==> config.mk <==
export PLATFORM = sky130hd
export DESIGN_NAME = panic_button_press_classifier
export DESIGN_NICKNAME = d
export VERILOG_FILES = /design/src/sv/pbpc_pkg.sv /design/src/sv/panic_button_press_classifier.sv /design/src/sv/pbpc_cfg_regs.sv /design/src/sv/pbpc_fsm.sv
export SDC_FILE = /design/constraint.sdc
export NUM_CORES = 1
export LEC_CHECK = 0
export ABC_AREA = 1
export BUFFER_PORTS_ARGS = -buffer_cell sky130_fd_sc_hd__buf_2
export CAP_MARGIN = 10
export CORE_UTILIZATION = 45
export DETAILED_ROUTE_END_ITERATION = 7
export HOLD_SLACK_MARGIN = 0.03
export PLACE_DENSITY = 0.61
export SLEW_MARGIN = 20
export SYNTH_ARGS = -nofsm -noshare
export SYNTH_HDL_FRONTEND = slang
export SYNTH_SLANG_ARGS = --single-unit
==> constraint.sdc <==
create_clock -name clk -period 13.9 [get_ports clk]
set_clock_uncertainty 0.2 [all_clocks]
set_input_delay 2.085 -clock clk [delete_from_list [all_inputs] [get_ports clk]]
set_output_delay 2.085 -clock clk [all_outputs]
set_load 0.01 [all_outputs]
==> src/sv/pbpc_pkg.sv <==
// ----------------------------------------------------------------------------
// pbpc_pkg
// Types and codes shared by the panic button press classifier modules.
// ----------------------------------------------------------------------------
`default_nettype none

package pbpc_pkg;

  // Classifier states
  typedef enum logic [1:0] {
    MODE_IDLE     = 2'd0,
    MODE_DEBOUNCE = 2'd1,
    MODE_PRESSED  = 2'd2,
    MODE_WINDOW   = 2'd3
  } mode_t;

  // Event codes reported with each result
  typedef enum logic [2:0] {
    EV_NONE    = 3'd0,
    EV_BOUNCE  = 3'd1,
    EV_SHORT   = 3'd2,
    EV_LONG    = 3'd3,
    EV_CANCEL  = 3'd4,
    EV_ARMED   = 3'd5,
    EV_EXPIRED = 3'd6
  } event_t;

  // Request commands
  typedef enum logic {
    CMD_START  = 1'b0,
    CMD_UPDATE = 1'b1
  } cmd_t;

  // Configuration register indexes
  localparam int unsigned CFG_INDEX_W = 2;
  localparam logic [CFG_INDEX_W-1:0] CFG_DEBOUNCE_TIME      = 2'd0;
  localparam logic [CFG_INDEX_W-1:0] CFG_LONG_PRESS_TIME    = 2'd1;
  localparam logic [CFG_INDEX_W-1:0] CFG_CANCEL_WINDOW_TIME = 2'd2;
  localparam int unsigned CFG_DATA_W = 32;

  // Register reset values
  localparam logic [15:0] DEBOUNCE_TIME_RST      = 16'd50;
  localparam logic [31:0] LONG_PRESS_TIME_RST    = 32'd3000;
  localparam logic [31:0] CANCEL_WINDOW_TIME_RST = 32'd5000;

  typedef struct packed {
    logic [15:0] debounce_time;
    logic [31:0] long_press_time;
    logic [31:0] cancel_window_time;
  } cfg_t;

  typedef struct packed {
    logic        command;
    logic [31:0] now_ms;
    logic        pressed;
  } in_t;

  typedef struct packed {
    logic [2:0] event_code;
    logic [1:0] state_before;
    logic [1:0] state_after;
    logic       state_changed;
  } out_t;

endpackage

`default_nettype wire

==> src/sv/panic_button_press_classifier.sv <==
// ----------------------------------------------------------------------------
// panic_button_press_classifier
// Debounced short/long press detector with a cancel window.
// ----------------------------------------------------------------------------
// Each request carries a command, a millisecond timestamp and the raw button
// level, and gives exactly one result: the event, the state before and after
// and whether a transition happened. The block takes one request per clock
// sustained while the output is not stalled; a request is held in an input
// register, classified in one pass against the stored state, and its result
// loaded into the output register once that register is free. The state
// update of one request completes in the same cycle as its result is
// registered, which is what sets the one-per-clock figure. Configuration is
// written through a plain write port and takes effect on the next request.
// ----------------------------------------------------------------------------
`default_nettype none

module panic_button_press_classifier (
  input  wire logic                               clk,
  input  wire logic                               rst,
  input  wire logic                               in_valid,
  output logic                                    in_ready,
  input  wire pbpc_pkg::in_t                      in_data,
  output logic                                    out_valid,
  input  wire logic                               out_ready,
  output pbpc_pkg::out_t                          out_data,
  input  wire logic                               cfg_we,
  input  wire logic [pbpc_pkg::CFG_INDEX_W-1:0]   cfg_index,
  input  wire logic [pbpc_pkg::CFG_DATA_W-1:0]    cfg_data
);

  pbpc_pkg::cfg_t cfg;
  pbpc_pkg::in_t  s1_item;
  pbpc_pkg::out_t result;
  logic           s1_valid;
  logic           s2_free;
  logic           s1_fire;

  pbpc_cfg_regs u_cfg (
    .clk       (clk),
    .rst       (rst),
    .cfg_we    (cfg_we),
    .cfg_index (cfg_index),
    .cfg_data  (cfg_data),
    .cfg       (cfg)
  );

  pbpc_fsm u_fsm (
    .clk    (clk),
    .rst    (rst),
    .step   (s1_fire),
    .item   (s1_item),
    .cfg    (cfg),
    .result (result)
  );

  // Handshake: advance when the result register is empty or being taken
  assign s2_free  = !out_valid || out_ready;
  assign s1_fire  = s1_valid && s2_free;
  assign in_ready = !s1_valid || s2_free;

  // Input register
  always_ff @(posedge clk) begin
    if (rst) begin
      s1_valid <= 1'b0;
    end else if (in_valid && in_ready) begin
      s1_valid <= 1'b1;
    end else if (s1_fire) begin
      s1_valid <= 1'b0;
    end
  end

  always_ff @(posedge clk) begin
    if (in_valid && in_ready) begin
      s1_item <= in_data;
    end
  end

  // Result register: hold while stalled
  always_ff @(posedge clk) begin
    if (rst) begin
      out_valid <= 1'b0;
    end else if (s1_fire) begin
      out_valid <= 1'b1;
    end else if (out_ready) begin
      out_valid <= 1'b0;
    end
  end

  always_ff @(posedge clk) begin
    if (s1_fire) begin
      out_data <= result;
    end
  end

endmodule

`default_nettype wire

==> src/sv/pbpc_cfg_regs.sv <==
// ----------------------------------------------------------------------------
// pbpc_cfg_regs
// Configuration registers: debounce, long press and cancel window times.
// ----------------------------------------------------------------------------
`default_nettype none

module pbpc_cfg_regs (
  input  wire logic                                 clk,
  input  wire logic                                 rst,
  input  wire logic                                 cfg_we,
  input  wire logic [pbpc_pkg::CFG_INDEX_W-1:0]     cfg_index,
  input  wire logic [pbpc_pkg::CFG_DATA_W-1:0]      cfg_data,
  output pbpc_pkg::cfg_t                            cfg
);

  pbpc_pkg::cfg_t regs;

  // Write the addressed register; drop writes to unlisted indexes
  always_ff @(posedge clk) begin
    if (rst) begin
      regs.debounce_time      <= pbpc_pkg::DEBOUNCE_TIME_RST;
      regs.long_press_time    <= pbpc_pkg::LONG_PRESS_TIME_RST;
      regs.cancel_window_time <= pbpc_pkg::CANCEL_WINDOW_TIME_RST;
    end else if (cfg_we) begin
      unique case (cfg_index)
        pbpc_pkg::CFG_DEBOUNCE_TIME:      regs.debounce_time      <= cfg_data[15:0];
        pbpc_pkg::CFG_LONG_PRESS_TIME:    regs.long_press_time    <= cfg_data[31:0];
        pbpc_pkg::CFG_CANCEL_WINDOW_TIME: regs.cancel_window_time <= cfg_data[31:0];
        default: ;
      endcase
    end
  end

  assign cfg = regs;

endmodule

`default_nettype wire

==> src/sv/pbpc_fsm.sv <==
// ----------------------------------------------------------------------------
// pbpc_fsm
// Press classifier state and single-pass step logic for one request.
// ----------------------------------------------------------------------------
`default_nettype none

module pbpc_fsm (
  input  wire logic           clk,
  input  wire logic           rst,
  input  wire logic           step,
  input  wire pbpc_pkg::in_t  item,
  input  wire pbpc_pkg::cfg_t cfg,
  output pbpc_pkg::out_t      result
);

  pbpc_pkg::mode_t mode, mode_next;
  logic [31:0] debounce_start, debounce_start_next;
  logic [31:0] press_start, press_start_next;
  logic [31:0] window_start, window_start_next;
  logic [31:0] level_change_time, level_change_time_next;
  logic        last_level, last_level_next;
  logic        idle_previous_level, idle_previous_level_next;
  logic        long_alert_sent, long_alert_sent_next;
  logic        cancel_armed_flag, cancel_armed_flag_next;

  logic [31:0] now;
  logic        lvl;
  logic [31:0] change_time_eff;
  logic [31:0] el_debounce;
  logic [31:0] el_press;
  logic [31:0] el_window;
  logic [31:0] el_level;
  logic [31:0] debounce_ext;
  logic        stable;
  logic        done;
  pbpc_pkg::event_t ev;
  logic        changed;

  assign now          = item.now_ms;
  assign lvl          = item.pressed;
  assign debounce_ext = {16'd0, cfg.debounce_time};

  // Level change time as seen after this sample
  assign change_time_eff = (lvl != last_level) ? now : level_change_time;

  // Modular elapsed times
  assign el_debounce = now - debounce_start;
  assign el_press    = now - press_start;
  assign el_window   = now - window_start;
  assign el_level    = now - change_time_eff;
  assign stable      = (el_level >= debounce_ext);

  // Next state and event for the current request
  always_comb begin
    mode_next                = mode;
    debounce_start_next      = debounce_start;
    press_start_next         = press_start;
    window_start_next        = window_start;
    level_change_time_next   = level_change_time;
    last_level_next          = last_level;
    idle_previous_level_next = idle_previous_level;
    long_alert_sent_next     = long_alert_sent;
    cancel_armed_flag_next   = cancel_armed_flag;
    ev                       = pbpc_pkg::EV_NONE;
    changed                  = 1'b0;
    done                     = 1'b0;

    if (item.command == pbpc_pkg::CMD_START) begin
      mode_next                = pbpc_pkg::MODE_IDLE;
      debounce_start_next      = now;
      press_start_next         = now;
      window_start_next        = now;
      level_change_time_next   = now;
      last_level_next          = lvl;
      idle_previous_level_next = lvl;
      long_alert_sent_next     = 1'b0;
      cancel_armed_flag_next   = 1'b0;
    end else begin
      unique case (mode)
        pbpc_pkg::MODE_IDLE: begin
          // Leave idle only on a released-to-pressed edge
          idle_previous_level_next = lvl;
          if (lvl && !idle_previous_level) begin
            debounce_start_next = now;
            mode_next           = pbpc_pkg::MODE_DEBOUNCE;
            changed             = 1'b1;
          end
        end
        pbpc_pkg::MODE_DEBOUNCE: begin
          if (!lvl) begin
            ev                       = pbpc_pkg::EV_BOUNCE;
            idle_previous_level_next = lvl;
            mode_next                = pbpc_pkg::MODE_IDLE;
            changed                  = 1'b1;
          end else if (el_debounce >= debounce_ext) begin
            press_start_next       = now;
            long_alert_sent_next   = 1'b0;
            last_level_next        = 1'b1;
            level_change_time_next = now;
            mode_next              = pbpc_pkg::MODE_PRESSED;
            changed                = 1'b1;
          end
        end
        pbpc_pkg::MODE_PRESSED: begin
          if (!long_alert_sent && lvl && (el_press >= cfg.long_press_time)) begin
            long_alert_sent_next   = 1'b1;
            window_start_next      = now;
            cancel_armed_flag_next = 1'b0;
            last_level_next        = 1'b1;
            level_change_time_next = now;
            mode_next              = pbpc_pkg::MODE_WINDOW;
            ev                     = pbpc_pkg::EV_LONG;
            changed                = 1'b1;
          end else begin
            last_level_next        = lvl;
            level_change_time_next = change_time_eff;
            if (!lvl && stable) begin
              window_start_next      = now;
              cancel_armed_flag_next = 1'b1;
              last_level_next        = 1'b0;
              level_change_time_next = now;
              mode_next              = pbpc_pkg::MODE_WINDOW;
              ev                     = pbpc_pkg::EV_SHORT;
              changed                = 1'b1;
            end
          end
        end
        pbpc_pkg::MODE_WINDOW: begin
          last_level_next        = lvl;
          level_change_time_next = change_time_eff;
          // Stable release arms cancelling, stable press then cancels
          if (!cancel_armed_flag) begin
            if (!lvl && stable) begin
              cancel_armed_flag_next = 1'b1;
              ev                     = pbpc_pkg::EV_ARMED;
              done                   = 1'b1;
            end
          end else if (lvl && stable) begin
            ev                       = pbpc_pkg::EV_CANCEL;
            idle_previous_level_next = lvl;
            mode_next                = pbpc_pkg::MODE_IDLE;
            changed                  = 1'b1;
            done                     = 1'b1;
          end
          // Expire the window when nothing else happened
          if (!done && (el_window >= cfg.cancel_window_time)) begin
            ev                       = pbpc_pkg::EV_EXPIRED;
            idle_previous_level_next = lvl;
            mode_next                = pbpc_pkg::MODE_IDLE;
            changed                  = 1'b1;
          end
        end
      endcase
    end
  end

  // Commit state when the request moves to the result register
  always_ff @(posedge clk) begin
    if (rst) begin
      mode                <= pbpc_pkg::MODE_IDLE;
      debounce_start      <= 32'd0;
      press_start         <= 32'd0;
      window_start        <= 32'd0;
      level_change_time   <= 32'd0;
      last_level          <= 1'b1;
      idle_previous_level <= 1'b1;
      long_alert_sent     <= 1'b0;
      cancel_armed_flag   <= 1'b0;
    end else if (step) begin
      mode                <= mode_next;
      debounce_start      <= debounce_start_next;
      press_start         <= press_start_next;
      window_start        <= window_start_next;
      level_change_time   <= level_change_time_next;
      last_level          <= last_level_next;
      idle_previous_level <= idle_previous_level_next;
      long_alert_sent     <= long_alert_sent_next;
      cancel_armed_flag   <= cancel_armed_flag_next;
    end
  end

  // Pack event, state before, state after and transition flag
  assign result = {ev, mode, mode_next, changed};

endmodule

`default_nettype wire

* Yosys cells after proc, flatten, opt, wreduce, memory -nomap -nowiden *
Cells that the tools add are included.

cells by class
  add/sub/neg operators = 4
  $lt $le $gt $ge = 4
  equality and inequality tests = 24
  multiplexer cells = 72
  reduce and logical (&&, ||, !) cells = 30

operators by type and width
  cell                  count
  $mux W32              15
  $sub A32 B32 Y32      4
  $pmux W32 S3          1
  $ge A32 B16 Y1        2
  $ge A32 B32 Y1        2
  $mux W1               34
  $mux W2               10
  $mux W3               5
  $ne A4 B2 Y1 const B  3
  $ne A2 B1 Y1 const B  5
  $reduce_and A5 Y1     2
  $ne A3 B1 Y1 const B  3
  $pmux W3 S3           1
  $reduce_and A3 Y1     3
  $logic_and A1 B1 Y1   8
  $ne A4 B1 Y1 const B  2
  $pmux W2 S4           1
  $reduce_and A4 Y1     2
  $eq A2 B2 Y1 const B  3
  $logic_not A1 Y1      6
  $ne A3 B2 Y1 const B  2
  $ne A3 B3 Y1 const B  2
  $pmux W1 S3           2
  $reduce_and A2 Y1     3
  8 further kinds       13

storage, ports and cells
  register bits after elaboration = 258
  input bits = 73
  output and inout port bits = 10

* Logic depth before layout (Yosys ltp) *
  depth in word-level cells = 14
  gate-level depth with buffers = 44
  gate-level depth less buffers = 39

* Cells and area by module *
Synthesis repeated with hierarchy kept, for this count alone.

second synthesis, totals
  cells, all modules = 3504
  area total of the unflattened synthesis = 21992.3 um^2

modules (own cells, without submodules)
  module                         instances  cells each  area each (um^2)
  pbpc_fsm                       1          2963        17382.9
  pbpc_cfg_regs                  1          487         3256.9
  panic_button_press_classifier  1          54          1352.5

* Worst setup path after synthesis *
Ideal clock, no wire load.

  path kind = register to register
  start = register s1_item[1] in the netlist's numbering
  end = register u_fsm.level_change_time[24]
  setup time = 0.109 ns
  arrival = 4.771 ns
  data required time = 13.591 ns
  setup slack = 8.820 ns
  cell stages (with the launch flop) = 36
  path buffers = 2
  period minus slack after synthesis = 5.080 ns
  path through = edfxtp_1 > inv_1 > ha_1 > inv_1 > fa_1 > nand3_1 > nand2_1 > nand2_1 > o211ai_1 > a21boi_0 > o21ai_0 > a21boi_0 > o21ai_0 > a21boi_0 > o21ai_0 > nand2_1 > nand2_1 > a21oi_1 > o21ai_0 > xor2_1 > ha_1 > nand2_1 > nor4_1 > nand2_1 > nand3_1 > nand2_1 > nand2_2 > buf_6 > buf_6 > nand2_1 > nand2_1 > nand2_1 > nand2_1 > nand3_1 > nand2_1 > inv_1

between the ends
  cells in the longest elaborated chain, start to end = 8
  elaborated cells on any way between the ends = 15
  classes of those cells = add/sub: 3; order compare: 3; eq/ne: 1; mux: 5; reduce/logical: 3

RTL lines
  element                 line                                 source
  from (decl)             panic_button_press_classifier.sv:32  pbpc_pkg::in_t s1_item;
  from (signal assigned)  panic_button_press_classifier.sv:74  s1_item <= in_data;
  $mux W32                pbpc_fsm.sv:44                       assign change_time_eff = (lvl != last_level) ? now : level_change_time;
  $sub A32 B32 Y32        pbpc_fsm.sv:50                       assign el_level = now - change_time_eff;
  $ge A32 B16 Y1          pbpc_fsm.sv:51                       assign stable = (el_level >= debounce_ext);
  $logic_and A1 B1 Y1     pbpc_fsm.sv:117                      if (!lvl && stable) begin
  $mux W32                pbpc_fsm.sv:117
  $mux W32                pbpc_fsm.sv:105                      if (!long_alert_sent && lvl && (el_press >= cfg.long_press_time)) begin
  $pmux W32 S3            pbpc_fsm.sv:79                       unique case (mode)
  $mux W32                pbpc_fsm.sv:68                       if (item.command == pbpc_pkg::CMD_START) begin
  to (signal assigned)    pbpc_fsm.sv:174                      level_change_time <= level_change_time_next;
  to (decl)               pbpc_fsm.sv:20                       logic [31:0] level_change_time, level_change_time_next;

Parallel ways exist; a longest one is shown, timed or not.
A chain may end at the register's enable or synchronous reset.

* Final worst setup path *
  start = register s1_item[1] in the netlist's numbering
  end = register u_fsm.last_level

between the ends
  cells in the longest elaborated chain, start to end = 8
  elaborated cells on any way between the ends = 15
  classes of those cells = add/sub: 3; order compare: 3; eq/ne: 1; mux: 5; reduce/logical: 3

RTL lines
  element               line             source
  $mux W32              pbpc_fsm.sv:44
  $sub A32 B32 Y32      pbpc_fsm.sv:50
  $ge A32 B16 Y1        pbpc_fsm.sv:51
  $logic_and A1 B1 Y1   pbpc_fsm.sv:117
  $mux W1               pbpc_fsm.sv:117
  $mux W1               pbpc_fsm.sv:105
  $pmux W1 S3           pbpc_fsm.sv:79
  $mux W1               pbpc_fsm.sv:68
  to (signal assigned)  pbpc_fsm.sv:175  last_level <= last_level_next;
  to (decl)             pbpc_fsm.sv:21   logic last_level, last_level_next;

Parallel ways exist; a longest one is shown, timed or not.

==> flow_summary_export.csv <==
group,metric,value,unit
status,run_status,"complete, no violations",
floorplanning,pin_count,83,
logic_synthesis,largest_family_of_logic_cells_by_synthesized_area,"simple AND/OR/NAND/NOR gates",
power_and_ir_drop,total_power,2.53,mW
setup_path,reg2regPathDepth,30,
drt,post_drt_via_cell_ratio,5.30,
final_layout,post_route_cells_drive_above_1_share,7.08,%
clock_network,tritoncts.num_buffers,31,
global_route,antenna_violations_before_repair,0,
logic_synthesis,synth_edf_count,42,
setup_path,slowest_delay,0.67,ns
drt,met3RoutedLength,2.77,mm
setup_path,setup.worst_path.start,"s1_item[1]",
power_and_ir_drop,worst_ir_drop_vdd,0.000106,V
setup_path,worst-path-max-fanout,33,
clock_network,path_clk_slew,0.06,ns
floorplanning,die_w,214,um
logic_synthesis,netlist_area,20100,sq um
logic_synthesis,synthesis.yosys.warnings,0,
flow_run,cap_viol_max_count,0,
timing,setup_total_negative_slack,0,ns
global_route,first_pass_grt_wire_length,95.4,mm
setup_path,worst_path_max_delay_cell,"sky130_fd_sc_hd__clkinv_1",
setup_path,regToRegEndpoint,"u_fsm.last_level",
drt,met1_length,28.4,mm
final_layout,syn2layout_area_growth,9.93,%
clock_network,insertion_delay,0.58,ns
clock_network,cts_setup_buffers,0,
timing,worst_pin_slew,0.958,ns
final_layout,final_core_util,50.1,%
clock_network,cts_tree,"yes",
drt,wl_per_cell,16.3,um
floorplanning,die_area,45600,sq um
global_route,grt_overflow,0,
drt,detailedRoute.firstPassIterationCount,5,
logic_synthesis,postSynthNetCount,3301,
min_path,hold_path_startpoint,"u_fsm.press_start[14]",
setup_path,r2r_setup_slack,7.10,ns
logic_synthesis,ys_async_sr_fraction,0,%
placement,finalWeightedCongestion,0.956,
floorplanning,floorplan.core_area,44200,sq um
global_route,grt_pass1_vias,18600,
logic_synthesis,yosys-top-cells-area,"sky130_fd_sc_hd__dfxtp_1, sky130_fd_sc_hd__ha_1, sky130_fd_sc_hd__nand2_1",
clock_network,h-tree-depth,1,
clock_network,cts-root-buf,"sky130_fd_sc_hd__clkbuf_16",
min_path,timing.hold.worst_path_depth,2,
global_route,grt_start_max_net_pins,134,
timing,timing.final.crit_share,48.9,%
drt,detailedRoute.firstIterationViolations,1328,
logic_synthesis,syn_area_per_cell,6.69,sq um
timing,timing.max_slew.rel_slack,35.9,%
placement,hpwlAfterDp,46.2,mm
drt,routed.top_layer,"met4",
final_layout,nets,3345,
logic_synthesis,synthTopCellsByCount,"sky130_fd_sc_hd__nand2_1, sky130_fd_sc_hd__inv_1, sky130_fd_sc_hd__a21oi_1, sky130_fd_sc_hd__o21ai_0, sky130_fd_sc_hd__dfxtp_1",
timing,count_of_pins_over_their_slew_limit,0,
setup_path,critPathCaptureType,"flop",
setup_path,timing.rr.start,"s1_item[1]",
logic_synthesis,yosys.cell_types.count,45,
logic_synthesis,synth_adder_area_share,13.6,%
final_layout,ff_latch_area,5590,sq um
floorplanning,rows,77,
logic_synthesis,synth.yosys.seq_area_share,27.7,%
timing,layout_min_cycle_time,6.80,ns
drt,total_number_of_vias,19500,
logic_synthesis,synth_top_flop_cell,"sky130_fd_sc_hd__dfxtp_1",
setup_path,critical_path.startpoint_type,"flop",
floorplanning,vertical_extent_of_the_die,214,um
logic_synthesis,synth_mux_area_share,0,%
timing,fmaxAchievable,147,MHz
final_layout,number_of_diodes,0,
logic_synthesis,synth_compound_gate_area_share,20.7,%
timing,setup_repair_after_global_routing_missed_its_margin,"no",
logic_synthesis,number_of_synthesized_register_bits,258,
clock_network,cts.hold.buffers_added,0,
clock_network,clock_path_buffers,3,
logic_synthesis,synth_simple_gate_area_share,21.8,%
power_and_ir_drop,total_leakage_power,10.5,nW
timing,worst_slack,7.10,ns
setup_path,cp_common_cell,"sky130_fd_sc_hd__nand3_1",
setup_path,worst-endpoint-arrival,7.04,ns
placement,pre_cts_slack,7.16,ns
final_layout,fillerInstances,4467,
drt,drtAntennaViolNets,0,
floorplanning,initial_core_util,45.5,%
logic_synthesis,synth_area_leader_cell,"sky130_fd_sc_hd__dfxtp_1",
min_path,min_path_type,"flop to flop",
global_route,global_route.usage.total,26.2,%
clock_network,clock-sinks,258,
min_path,timing.hold.worst_endpoint,"u_fsm.press_start[14]",
setup_path,worstSetupPathType,"flop to flop",
timing,timing_hold_violations_final,0,
logic_synthesis,synthXorXnorAreaFrac,4.04,%
placement,numPortBuffers,82,
final_layout,total_area_of_multi_input_combinational_cells,12100,sq um
logic_synthesis,synth_cells,3011,
power_and_ir_drop,power_density,114,nW/um^2
drt,routed-wl-met2,27.7,mm
timing,final.hold.worst_slack,0.257,ns
logic_synthesis,netlist.area_leader.share,21.5,%
clock_network,cts_resized,0,
drt,wl,59.9,mm
logic_synthesis,yosysMostFrequentCell,"sky130_fd_sc_hd__nand2_1",
drt,drc,0,
setup_path,required,14.14,ns
timing,setup_viol,0,
where the power goes:
| part | internal (mW) | leakage [nW] | switching (mW) |
|---|---|---|---|
| logic | 0.302 | 7.81 | 0.535 |
| clock network | 0.522 | 0.532 | 0.341 |
| registers | 0.804 | 2.18 | 0.0306 |
| total | 1.63 | 10.5 | 0.907 |
final cells by class:
class,count,share of cell area [%]
inverters,538,9.16
clock inverters,22,1.15
multi-input cells,2121,54.7
repair buffers,105,2.65
flip-flops and latches,258,25.2
well taps,592,3.35
clock buffers,36,3.77
cell families (layout without fill, tap and decap cells):
family / after synthesis / count (layout)
xor+xnor: 93 / 93
fa+ha+maj: 217 / 217
flops: 258 / 258
compound gates: 775 / 775
buf+inv: 632 / 701
simple gates: 1036 / 1036
worst max path at each step:
stage,endpoint,cells past startpoint
after global placement,u_fsm.last_level,30
after floorplan,u_fsm.level_change_time[24],35
after global routing,u_fsm.window_start[7],32
after detailed placement,u_fsm.last_level,30
after CTS,u_fsm.last_level,30
final,u_fsm.last_level,30
per-layer routing:
layer / vias to the layer above / GRT usage (%)
met5: - / 0
met4: 0 / 6.11
met2: 457 / 44.8
met1: 8970 / 35.5
met3: 84 / 2.52
li1: 9956 / -
critical path: cells and delay by family (launching register included):
family | cells | cell delay, ns
adders and majority gates | 3 | 0.90
AOI/OAI and AO/OA | 5 | 1.03
buffers and inverters | 5 | 1.91
DFF | 1 | 0.51
xor gates and xnor gates | 1 | 0.19
and+or+nand+nor | 16 | 1.85
metrics by stage:
step	instances	cell area (sq um)
floorplan	3011	20100
global placement	3614	21000
detailed placement	3614	21000
CTS	3672	22100
global route	3672	22100
finish	3672	22100
cells in the final DEF (no fill, tap or decap), drive strengths merged, types with 2 or more instances in the layout:
cell type  count
a211oi        11
a21boi        15
a21o           6
a21oi        361
a221oi         3
a31o           2
a31oi         16
and2           2
buf          105
bufinv         5
clkbuf        36
clkinv        16
clkinvlp       2
dfxtp        216
edfxtp        42
fa             3
ha           214
inv          537
nand2        673
nand3        134
nand3b         4
nand4         39
nor2         152
nor3          29
nor4           3
o211ai        25
o21a           9
o21ai        298
o21bai        13
o22ai          9
o31ai          4
xnor2         30
xor2          63
flip-flops by register name, indices dropped and copies added (netlist names):
register	flops
u_fsm.long_alert_sent	1
u_cfg.cfg	80
u_fsm.debounce_start	32
u_fsm.mode	2
u_fsm.press_start	32
s1_valid	1
out_data	8
u_fsm.window_start	32
out_valid	1
u_fsm.cancel_armed_flag	1
u_fsm.last_level	1
u_fsm.idle_previous_level	1
s1_item	34
u_fsm.level_change_time	32
(Power assumes the default switching activity.)
